===== src/rtl/fvn_mac.sv =====
// ----------------------------------------------------------------------------
// fvn_mac
// Shared multiply-accumulate unit with a registered product.
// ----------------------------------------------------------------------------
module fvn_mac #(
  parameter int MW = 24
) (
  input  logic            clk,
  input  logic [MW-1:0]   op_a,
  input  logic [MW-1:0]   op_b,
  input  logic            accumulate,
  output logic [2*MW-1:0] prod
);

  always_ff @(posedge clk) begin
    prod <= (accumulate ? prod : '0) + ((2*MW)'(op_a) * (2*MW)'(op_b));
  end

endmodule


===== config.mk =====
export PLATFORM = sky130hd
export DESIGN_NAME = fvn_mac
export DESIGN_NICKNAME = d
export VERILOG_FILES = /design/src/rtl/fvn_mac.sv
export SDC_FILE = /design/constraint.sdc
export NUM_CORES = 2
export LEC_CHECK = 0
export CELL_PAD_IN_SITES_DETAIL_PLACEMENT = 0
export CELL_PAD_IN_SITES_GLOBAL_PLACEMENT = 1
export CORE_ASPECT_RATIO = 1.25
export CORE_UTILIZATION = 53
export CTS_CLUSTER_SIZE = 12
export DETAILED_ROUTE_END_ITERATION = 12
export DONT_BUFFER_PORTS = 1
export PLACE_DENSITY_LB_ADDON = 0.1
export SLEW_MARGIN = 20
export SYNTH_ARGS = -nofsm -noshare
export SYNTH_HDL_FRONTEND = slang
export SYNTH_SLANG_ARGS = --single-unit

===== constraint.sdc =====
create_clock -name clk -period 10 [get_ports clk]
set_clock_uncertainty 0.15 [all_clocks]
set_input_delay 2 -clock clk [delete_from_list [all_inputs] [get_ports clk]]
set_output_delay 2 -clock clk [all_outputs]
set_load 0.02 [all_outputs]

==> results.tsv <==
metric	value	unit
max_cap viols	0	
TritonCTS Buffers	5	
Post-DRT Antenna Nets	0	
Hold Fails Final Rpt	0	
DPL Wire Length	46300	microns
most frequent cells in the layout	620 x inv_1, 527 x fa_1, 331 x nand2_1	
XOR/XNOR Fraction of Synth Area	1.88	%
post-DR vias/cell	5.39	
EDFF count, synth	0	
Area Overhead vs Synth	1.75	%
Slew HR	68.6	%
Final Routed Wirelength	56000	microns
Seq cells post-synth	48	
Critical R2R Launch	prod[20]	
worst skew pair latency	0.30	ns
cell area after placement	21600	sq um
fin nets	3030	
setup slack at placement	1.42	ns
final instance area	21800	sq um
Crit path required time	10.03	ns
crit path capture type	flip-flop	
async set or reset register ratio after synthesis	0	%
Hold Path Class	reg -> reg	
placer congestion estimate	0.882	
min cycle time layout	8.25	ns
mean post-synth cell area	8.97	sq um
FP Rows	81	
Biggest register	prod	
CTS resizes	0	
Clock Sink Count	48	
Cells after Synth	2385	
Core ar.	39400	sq um
max reg flops	48	
H-tree depth	2	
drt first pass iters	4	
syn nets	3132	
Chip Width	182	microns
Yosys warning count	0	
final-report setup violation count	0	
crit path max fanout	24	
final slew viol count	0	
main combinational cell family by area after synthesis	adder cells	
layout cells sized above 1	0.963	%
Synth Area in Compound Gates	4.47	%
Die Ht	227	microns
clock-pin slew on the worst setup and hold paths	0.06	ns
period utilization	82.5	%
I/O pins	98	
largest net degree at the start of global routing	49	
Port Buf Inserts	0	
number of buffers added to fix hold violations after cts	0	
vias in the first global route	17200	
CTS max path bufs	2	
synthesized cell area	21400	sq um
CP Class	in -> reg	
DR vias	15000	
DR DRC count	0	
Adder-Cell Fraction of Synth Area	59.3	%
top flop regs	prod: 48 flops	
commonest non-fill, non-tap cell in the layout	inv_1	
wire length per cell	20.1	microns
crit path from	op_b[0]	
Worst setup SP type	input port	
grt total ovfl	0	
Starting Density	54.3	%
HP Start	prod[0]	
drt first-iter violations	581	
mux contribution to synthesized area	0	%
maximum clock rate	121	MHz
clock root buffer	clkbuf_16	
Post-CTS Setup Bufs	0	
CP Data Arrival Time	8.28	ns
Util after Layout	55.2	%
top_reg_cell synth	dfxtp_1	
initial antenna violation count	1	
RSZ-0062 raised after global routing	false	
GRT Util Overall	29.2	%
Post-Synth Simple-Gate Area	17.1	%
Worst Tran Pin Value	0.466	ns
Antenna Cells	0	
sequential-to-total area share from yosys stat	4.49	%
Post-Route Setup TNS	0	ns
count of cell types in the netlist	54	
r2r setup slk	4.61	ns
CTS tree	done	
global-route wire length before repair	90700	microns
status	finished clean	
Die ar.	41200	sq um
setup ws final	1.75	ns
[critical path: stages]
cell and delay (ns):
and2_1 0.16, fa_1 0.52, fa_1 0.57, inv_1 0.06, fa_1 0.53, inv_1 0.05
fa_1 0.50, inv_1 0.06, fa_1 0.54, inv_1 0.05, fa_1 0.48, inv_1 0.05
fa_1 0.49, inv_1 0.05, ha_1 0.35, a21oi_1 0.25, o21ai_0 0.13, a221oi_1 0.31
o21ai_2 0.18, o211ai_2 0.21, nand2_1 0.14, o21ai_0 0.25, a41oi_1 0.16, xor2_1 0.16
[cells in the mapped netlist (2+ instances only)]
master    instances  area [sq um]
a221o_1           3          30.0
a211oi_1          5          37.5
fa_1            527         10600
nor2_1           24          90.1
nor3_1            6          30.0
a221oi_1          2          17.5
a21oi_2           4          35.0
and2_1          326          2040
a31oi_1           4          25.0
nand3_1           6          30.0
o21ai_1           7          35.0
inv_1           620          2330
nor2b_1           6          37.5
o21bai_1          7          52.6
o31ai_1           2          15.0
a21oi_1          39           195
clkbuf_1        106           398
nand4_1           5          31.3
o21ai_0          22           110
o211ai_1          2          15.0
o21a_1            4          30.0
xnor2_1          26           228
dfxtp_1          48           961
ha_1            170          2130
nand2b_1          3          18.8
and3_1            4          25.0
and4_1            4          35.0
or3_1             2          12.5
xor2_1           20           175
a21o_1           26           195
nand2_1         331          1240
buf_2             2          10.0
[logic make-up after synthesis]
| kind of cell | after synthesis |
|---|---|
| compound gates | 143 |
| buf+inv | 729 |
| simple gates | 722 |
| flops | 48 |
| xor+xnor | 46 |
| fa+ha+maj | 697 |
[worst paths after layout]
| kind | to | cells past startpoint |
|---|---|---|
| worst max-delay path | prod[43] | 24 |
| worst min-delay path | prod[0] | 2 |
| worst max register to register | prod[43] | 17 |
| worst min register to register | prod[0] | 2 |
[layer usage]
| metal | track usage, % | wire [microns] |
|---|---|---|
| met1 | 30.3 | 19000 |
| met2 | 56.9 | 31500 |
| met3 | 3.00 | 1840 |
| met4 | 16.8 | 3670 |
| met5 | 0 | 0 |
[final cells by class]
type / count / area (sq um)
fill: 3710 / 17700
sequential: 48 / 961
clock buffer: 6 / 129
clock inverter: 2 / 35.0
tap: 498 / 623
multi-input combinational: 1608 / 17700
inverter: 620 / 2330
[metrics by stage]
stage | hold WS (ns) | instances
floorplan | 0.550 | 2385
global placement | 0.573 | 2774
detailed placement | 0.584 | 2774
CTS | 0.601 | 2782
global route | 0.627 | 2782
finish | 0.591 | 2782
Power is not shown: default switching activity piles up to over one toggle a cycle in this logic, so the estimate is an artifact.
