[src/rtl/fvn_ram.sv]
// ----------------------------------------------------------------------------
// fvn_ram
// Generic simple dual-port RAM, one write port, one read port, registered read.
// ----------------------------------------------------------------------------
module fvn_ram #(
  parameter int WIDTH = 8,
  parameter int DEPTH = 256
) (
  input  logic                     clk,
  input  logic                     we,
  input  logic [$clog2(DEPTH)-1:0] waddr,
  input  logic [WIDTH-1:0]         wdata,
  input  logic [$clog2(DEPTH)-1:0] raddr,
  output logic [WIDTH-1:0]         rdata
);

  logic [WIDTH-1:0] mem [DEPTH];

  always_ff @(posedge clk) begin
    if (we) begin
      mem[waddr] <= wdata;
    end
    rdata <= mem[raddr];
  end

endmodule

[config.mk]
export PLATFORM = sky130hd
export DESIGN_NAME = fvn_ram
export DESIGN_NICKNAME = d
export VERILOG_FILES = /design/src/rtl/fvn_ram.sv
export SDC_FILE = /design/constraint.sdc
export NUM_CORES = 2
export LEC_CHECK = 0
export BUFFER_PORTS_ARGS = -buffer_cell sky130_fd_sc_hd__buf_2
export CAP_MARGIN = 30
export CELL_PAD_IN_SITES_DETAIL_PLACEMENT = 1
export CELL_PAD_IN_SITES_GLOBAL_PLACEMENT = 2
export CORE_UTILIZATION = 30
export CTS_BUF_LIST = sky130_fd_sc_hd__clkbuf_16
export DETAILED_ROUTE_END_ITERATION = 7
export PLACE_DENSITY = 0.62
export SYNTH_ARGS = -nofsm -noshare
export SYNTH_HDL_FRONTEND = slang
export SYNTH_SLANG_ARGS = --single-unit
[constraint.sdc]
create_clock -name clk -period 2.5 [get_ports clk]
set_input_delay 0.25 -clock clk [delete_from_list [all_inputs] [get_ports clk]]
set_output_delay 0.25 -clock clk [all_outputs]
set_load 0.02 [all_outputs]
==> tab_implementation.tex <==
\begin{tabular}{lr}
\hline
Metric & Value \\
\hline
\multicolumn{2}{l}{\textbf{Run status}} \\
\quad Run status & finished clean \\
\multicolumn{2}{l}{\textbf{Pwr}} \\
\quad Power per cell area & around 760 mW/mm² \\
\quad Internal power component & between 50 and 60 mW \\
\quad Total chip power & between 70 and 80 mW \\
\quad Part of the total power dissipated in the clock network & 41.9\% \\
\quad Power spent charging and discharging nets & approximately 16 mW \\
\quad Fraction of power consumed by combinational cells & $\sim$5.8\% \\
\quad Worst voltage drop across the vdd grid & between 0.7 and 0.8 mV \\
\quad Leakage power of the design & around 31 nW \\
\quad Relative contribution of sequential cells to total power & a little over half \\
\quad Switching Share & 22.1\% \\
\multicolumn{2}{l}{\textbf{GRT}} \\
\quad Most heavily used metal layer in global routing & met2 \\
\quad Global-route wire length before repair & 324000 µm \\
\quad Global routing met2 resource utilization & between 20\% and 30\% \\
\quad Met3 routing resource usage after global routing & between 2 and 3\% \\
\quad Largest net degree at the start of global routing & just under 90 \\
\quad Sum of overflow across all layers after global routing & 0 \\
\quad Vias in the first global route & 42.7k \\
\quad Met1 demand-to-capacity share in global routing & about a quarter \\
\quad GRT Resource Usage Total & approximately 17\% \\
\quad Number of antenna violations at the first check in global routing & 19 \\
\multicolumn{2}{l}{\textbf{Critical path}} \\
\quad CP startpoint kind & register \\
\quad Arrival time at the worst endpoint & roughly 3200 ps \\
\quad Critical path start-end classification & register to register \\
\quad Worst Path Required & roughly 3200 ps \\
\quad CP Max Fanout & 1 \\
\quad Nature of the critical path endpoint & register \\
\multicolumn{2}{l}{\textbf{STA}} \\
\quad Min Tclk post-route & approximately 2400 ps \\
\quad Ratio of final minimum period to clock period & between 90\% and 100\% \\
\quad Unrepaired setup endpoints after global routing & no \\
\quad Measured slew at the worst slew-check pin & about 770 ps \\
\quad Slew Viols, Final & 0 \\
\quad Remaining max-slew budget at the tightest pin & 48.9\% \\
\quad Worst clock skew on the final layout & approximately 51 ps \\
\quad Highest clock frequency the design can meet & 0.411 GHz \\
\quad Count of endpoints failing hold in the final timing report & 0 \\
\quad Final setup violating endpoints & 0 \\
\quad Total Negative Setup Slacks & 0 ps \\
\multicolumn{2}{l}{\textbf{Yosys}} \\
\quad Main flop type after synthesis & edfxtp\_1 \\
\quad Fraction of synthesized cell area taken by the top area cell type & between 70\% and 80\% \\
\quad Net count after synthesis & between 3k and 4k \\
\quad Number of register bits inferred by synthesis & between 2k and 2.5k \\
\quad Post-synthesis async set-or-reset flop share & 0\% \\
\quad Unique cell type count in the Yosys netlist & 55 \\
\quad Most numerous cell types in the synthesized netlist & 2048 x edfxtp\_1, 454 x mux4\_2, 282 x nor2\_1 \\
\quad Part of the Yosys area used for sequential elements & roughly 78\% \\
\quad Count of flip-flops with a built-in enable after synthesis & slightly above 2k \\
\quad Post-synthesis area per instance & 21.3 µm² \\
\quad Synthesis Warnings & 0 \\
\quad Library cell occupying the most area in the post-synthesis netlist & edfxtp\_1 \\
\quad Synthesized area & a little under 0.08 mm² \\
\quad Most frequent cell after synthesis & edfxtp\_1 \\
\quad Largest cells by area after synthesis & edfxtp\_1 77\%, mux4\_2 13\%, mux2i\_1 1.7\%, nor2\_1 1.3\%, a22oi\_1 1.3\% \\
\quad Post-Synthesis Cells & about 3.7k \\
\multicolumn{2}{l}{\textbf{CTS}} \\
\quad CTS buffer count & 213 \\
\quad TritonCTS clock tree & built \\
\quad CTS HTree Levels & 4 \\
\quad Setup Buffers After CTS & 0 \\
\quad Clock Pin Slew Worst Setup and Hold Paths & around 60 ps \\
\quad CTS sink count & between 2k and 2.5k \\
\quad Clock latency on the worst-skew pair & around 860 ps \\
\quad Maximum root-to-sink buffer count & 3 \\
\quad Buffer type at the clock tree root & clkbuf\_16 \\
\multicolumn{2}{l}{\textbf{Placed design}} \\
\quad Count of port buffers added during placement & 33 \\
\quad Final GP Congestion & roughly 0.80 \\
\quad Final HPWL from detailed placement & around 150000 µm \\
\multicolumn{2}{l}{\textbf{Floorplan}} \\
\quad Initial cell density of the core & 30.3\% \\
\quad Die Width & around 520 µm \\
\quad Core region area & roughly 0.26 mm² \\
\quad Die Span Y & 517 µm \\
\quad Total Die Area & between 0.2 and 0.3 mm² \\
\quad Number of placement rows & 188 \\
\quad Number of primary I/O pins & 34 \\
\multicolumn{2}{l}{\textbf{Final layout}} \\
\quad Growth of design area from synthesis to finish & 20.9\% \\
\quad Share of final-layout standard cells stronger than drive strength 1 & about 33\% \\
\quad Fin nets & about 4.5k \\
\quad Final core occ & 36.6\% \\
\multicolumn{2}{l}{\textbf{Detailed routing}} \\
\quad Number of search-and-repair iterations in the first detailed-routing pass & 5 \\
\quad Total length of routed wires & $\sim$230000 µm \\
\quad Remaining design rule violation count & 0 \\
\quad Detailed-route wire length per cell & 27.9 µm \\
\quad Total via count after detailed routing & between 40k and 50k \\
\quad Detailed router's first-iteration violation count & between 3k and 4k \\
\quad Remaining antenna violation count after routing & 0 \\
\quad Via density per instance & between 4 and 5 \\
\multicolumn{2}{l}{\textbf{Flow run}} \\
\quad Max\_cap viols & 0 \\
\multicolumn{2}{l}{\textbf{Min path}} \\
\quad Type of the worst min-delay path & input pin to register \\
\hline
\end{tabular}
## registers in the layout, indices dropped and copies added, names as in the netlist
name and flops:
rdata 8, mem 2048
## logic make-up (layout without fill, tap and decap cells)
group | count (synthesis) | after routing | synth area share (%)
flops | 2056 | 2056 | 77.5
other cells | 0 | 12 | 0
mux | 591 | 591 | 14.6
buf+inv | 235 | 1135 | 1.83
compound gates | 385 | 385 | 3.42
simple gates | 466 | 466 | 2.63
## timing repair
item | CTS | global route
gates cloned | 0 | 0
gates resized for setup | 10 | 4
hold endpoints to repair | 455 | 0
hold buffers | 8 | 0
endpoints found under the setup margin | 4 | 3
## layout by cell type, fill, tap and decap left out, types with 12 or more instances in the layout
master / count
a211oi_1: 16
a21oi_1: 96
a221oi_1: 12
a22oi_1: 133
buf_12: 95
buf_2: 22
buf_4: 607
bufinv_16: 14
clkbuf_16: 215
clkinv_1: 50
clkinv_2: 46
diode_2: 12
edfxtp_1: 2048
inv_1: 47
mux2i_1: 134
mux4_2: 454
nand2_1: 33
nand3_1: 33
nor2_1: 279
nor2b_1: 28
nor3_1: 16
nor4_1: 17
o221ai_1: 46
o22ai_1: 28
## path summary, 6_finish.rpt
| kind | from | slack (ps) | depth (start not counted) | end |
|---|---|---|---|---|
| min | waddr[2] | 150 | 4 | mem[204][6] |
| max reg2reg | mem[87][1] | 70 | 6 | rdata[1] |
| max | mem[87][1] | 70 | 6 | rdata[1] |
| min reg2reg | mem[40][3] | 1150 | 8 | rdata[3] |
## routing by layer
metal  vias to the layer above  routed length, µm
met3                       243              12100
met2                      1144             110000
li1                      17169                  -
met4                         2               5090
met1                     22241             100000
met5                         -                  7
## power groups by stage
stage / clock network (mW) / registers, mW / logic, mW
3_3_place_gp: 0 / 38.8 / 4.19
4_1_cts: 31.2 / 38.1 / 4.28
3_5_place_dp: 0 / 38.8 / 4.25
2_1_floorplan: 0 / 38.8 / 1.85
5_1_grt: 32.4 / 38.1 / 4.44
6_report: 30.5 / 38.1 / 4.20
## area by class of cell
cell class | count | area, µm²
Antenna cell | 12 | 30.0
Clock buffer | 215 | 5380
Clock inverter | 176 | 1290
Fill cell | 25847 | 167000
Inverter | 2 | 7.51
Multi-Input combinational cell | 1442 | 16600
Sequential cell | 2056 | 61700
Tap cell | 3515 | 4400
Timing Repair Buffer | 742 | 6800
## stage by stage
step | worst slack [ps] | hold slack (ps) | instance area (µm²) | cells
2_1_floorplan | 312 | 349 | 79600 | 3733
3_3_place_gp | -1020 | 721 | 89300 | 7748
3_5_place_dp | -991 | 728 | 89300 | 7749
4_1_cts | 6.64 | 72.7 | 96100 | 8148
5_1_grt | 9.34 | 134 | 96100 | 8151
6_report | 67.3 | 149 | 96200 | 8160
## critical path: stages, from the launching register on
cell and delay [ps]:
edfxtp_1 410, mux4_2 490, mux4_2 570, nor2b_1 220, nor4_2 370, buf_4 180, nor4_1 50
Power figures use the tool's default switching activity.
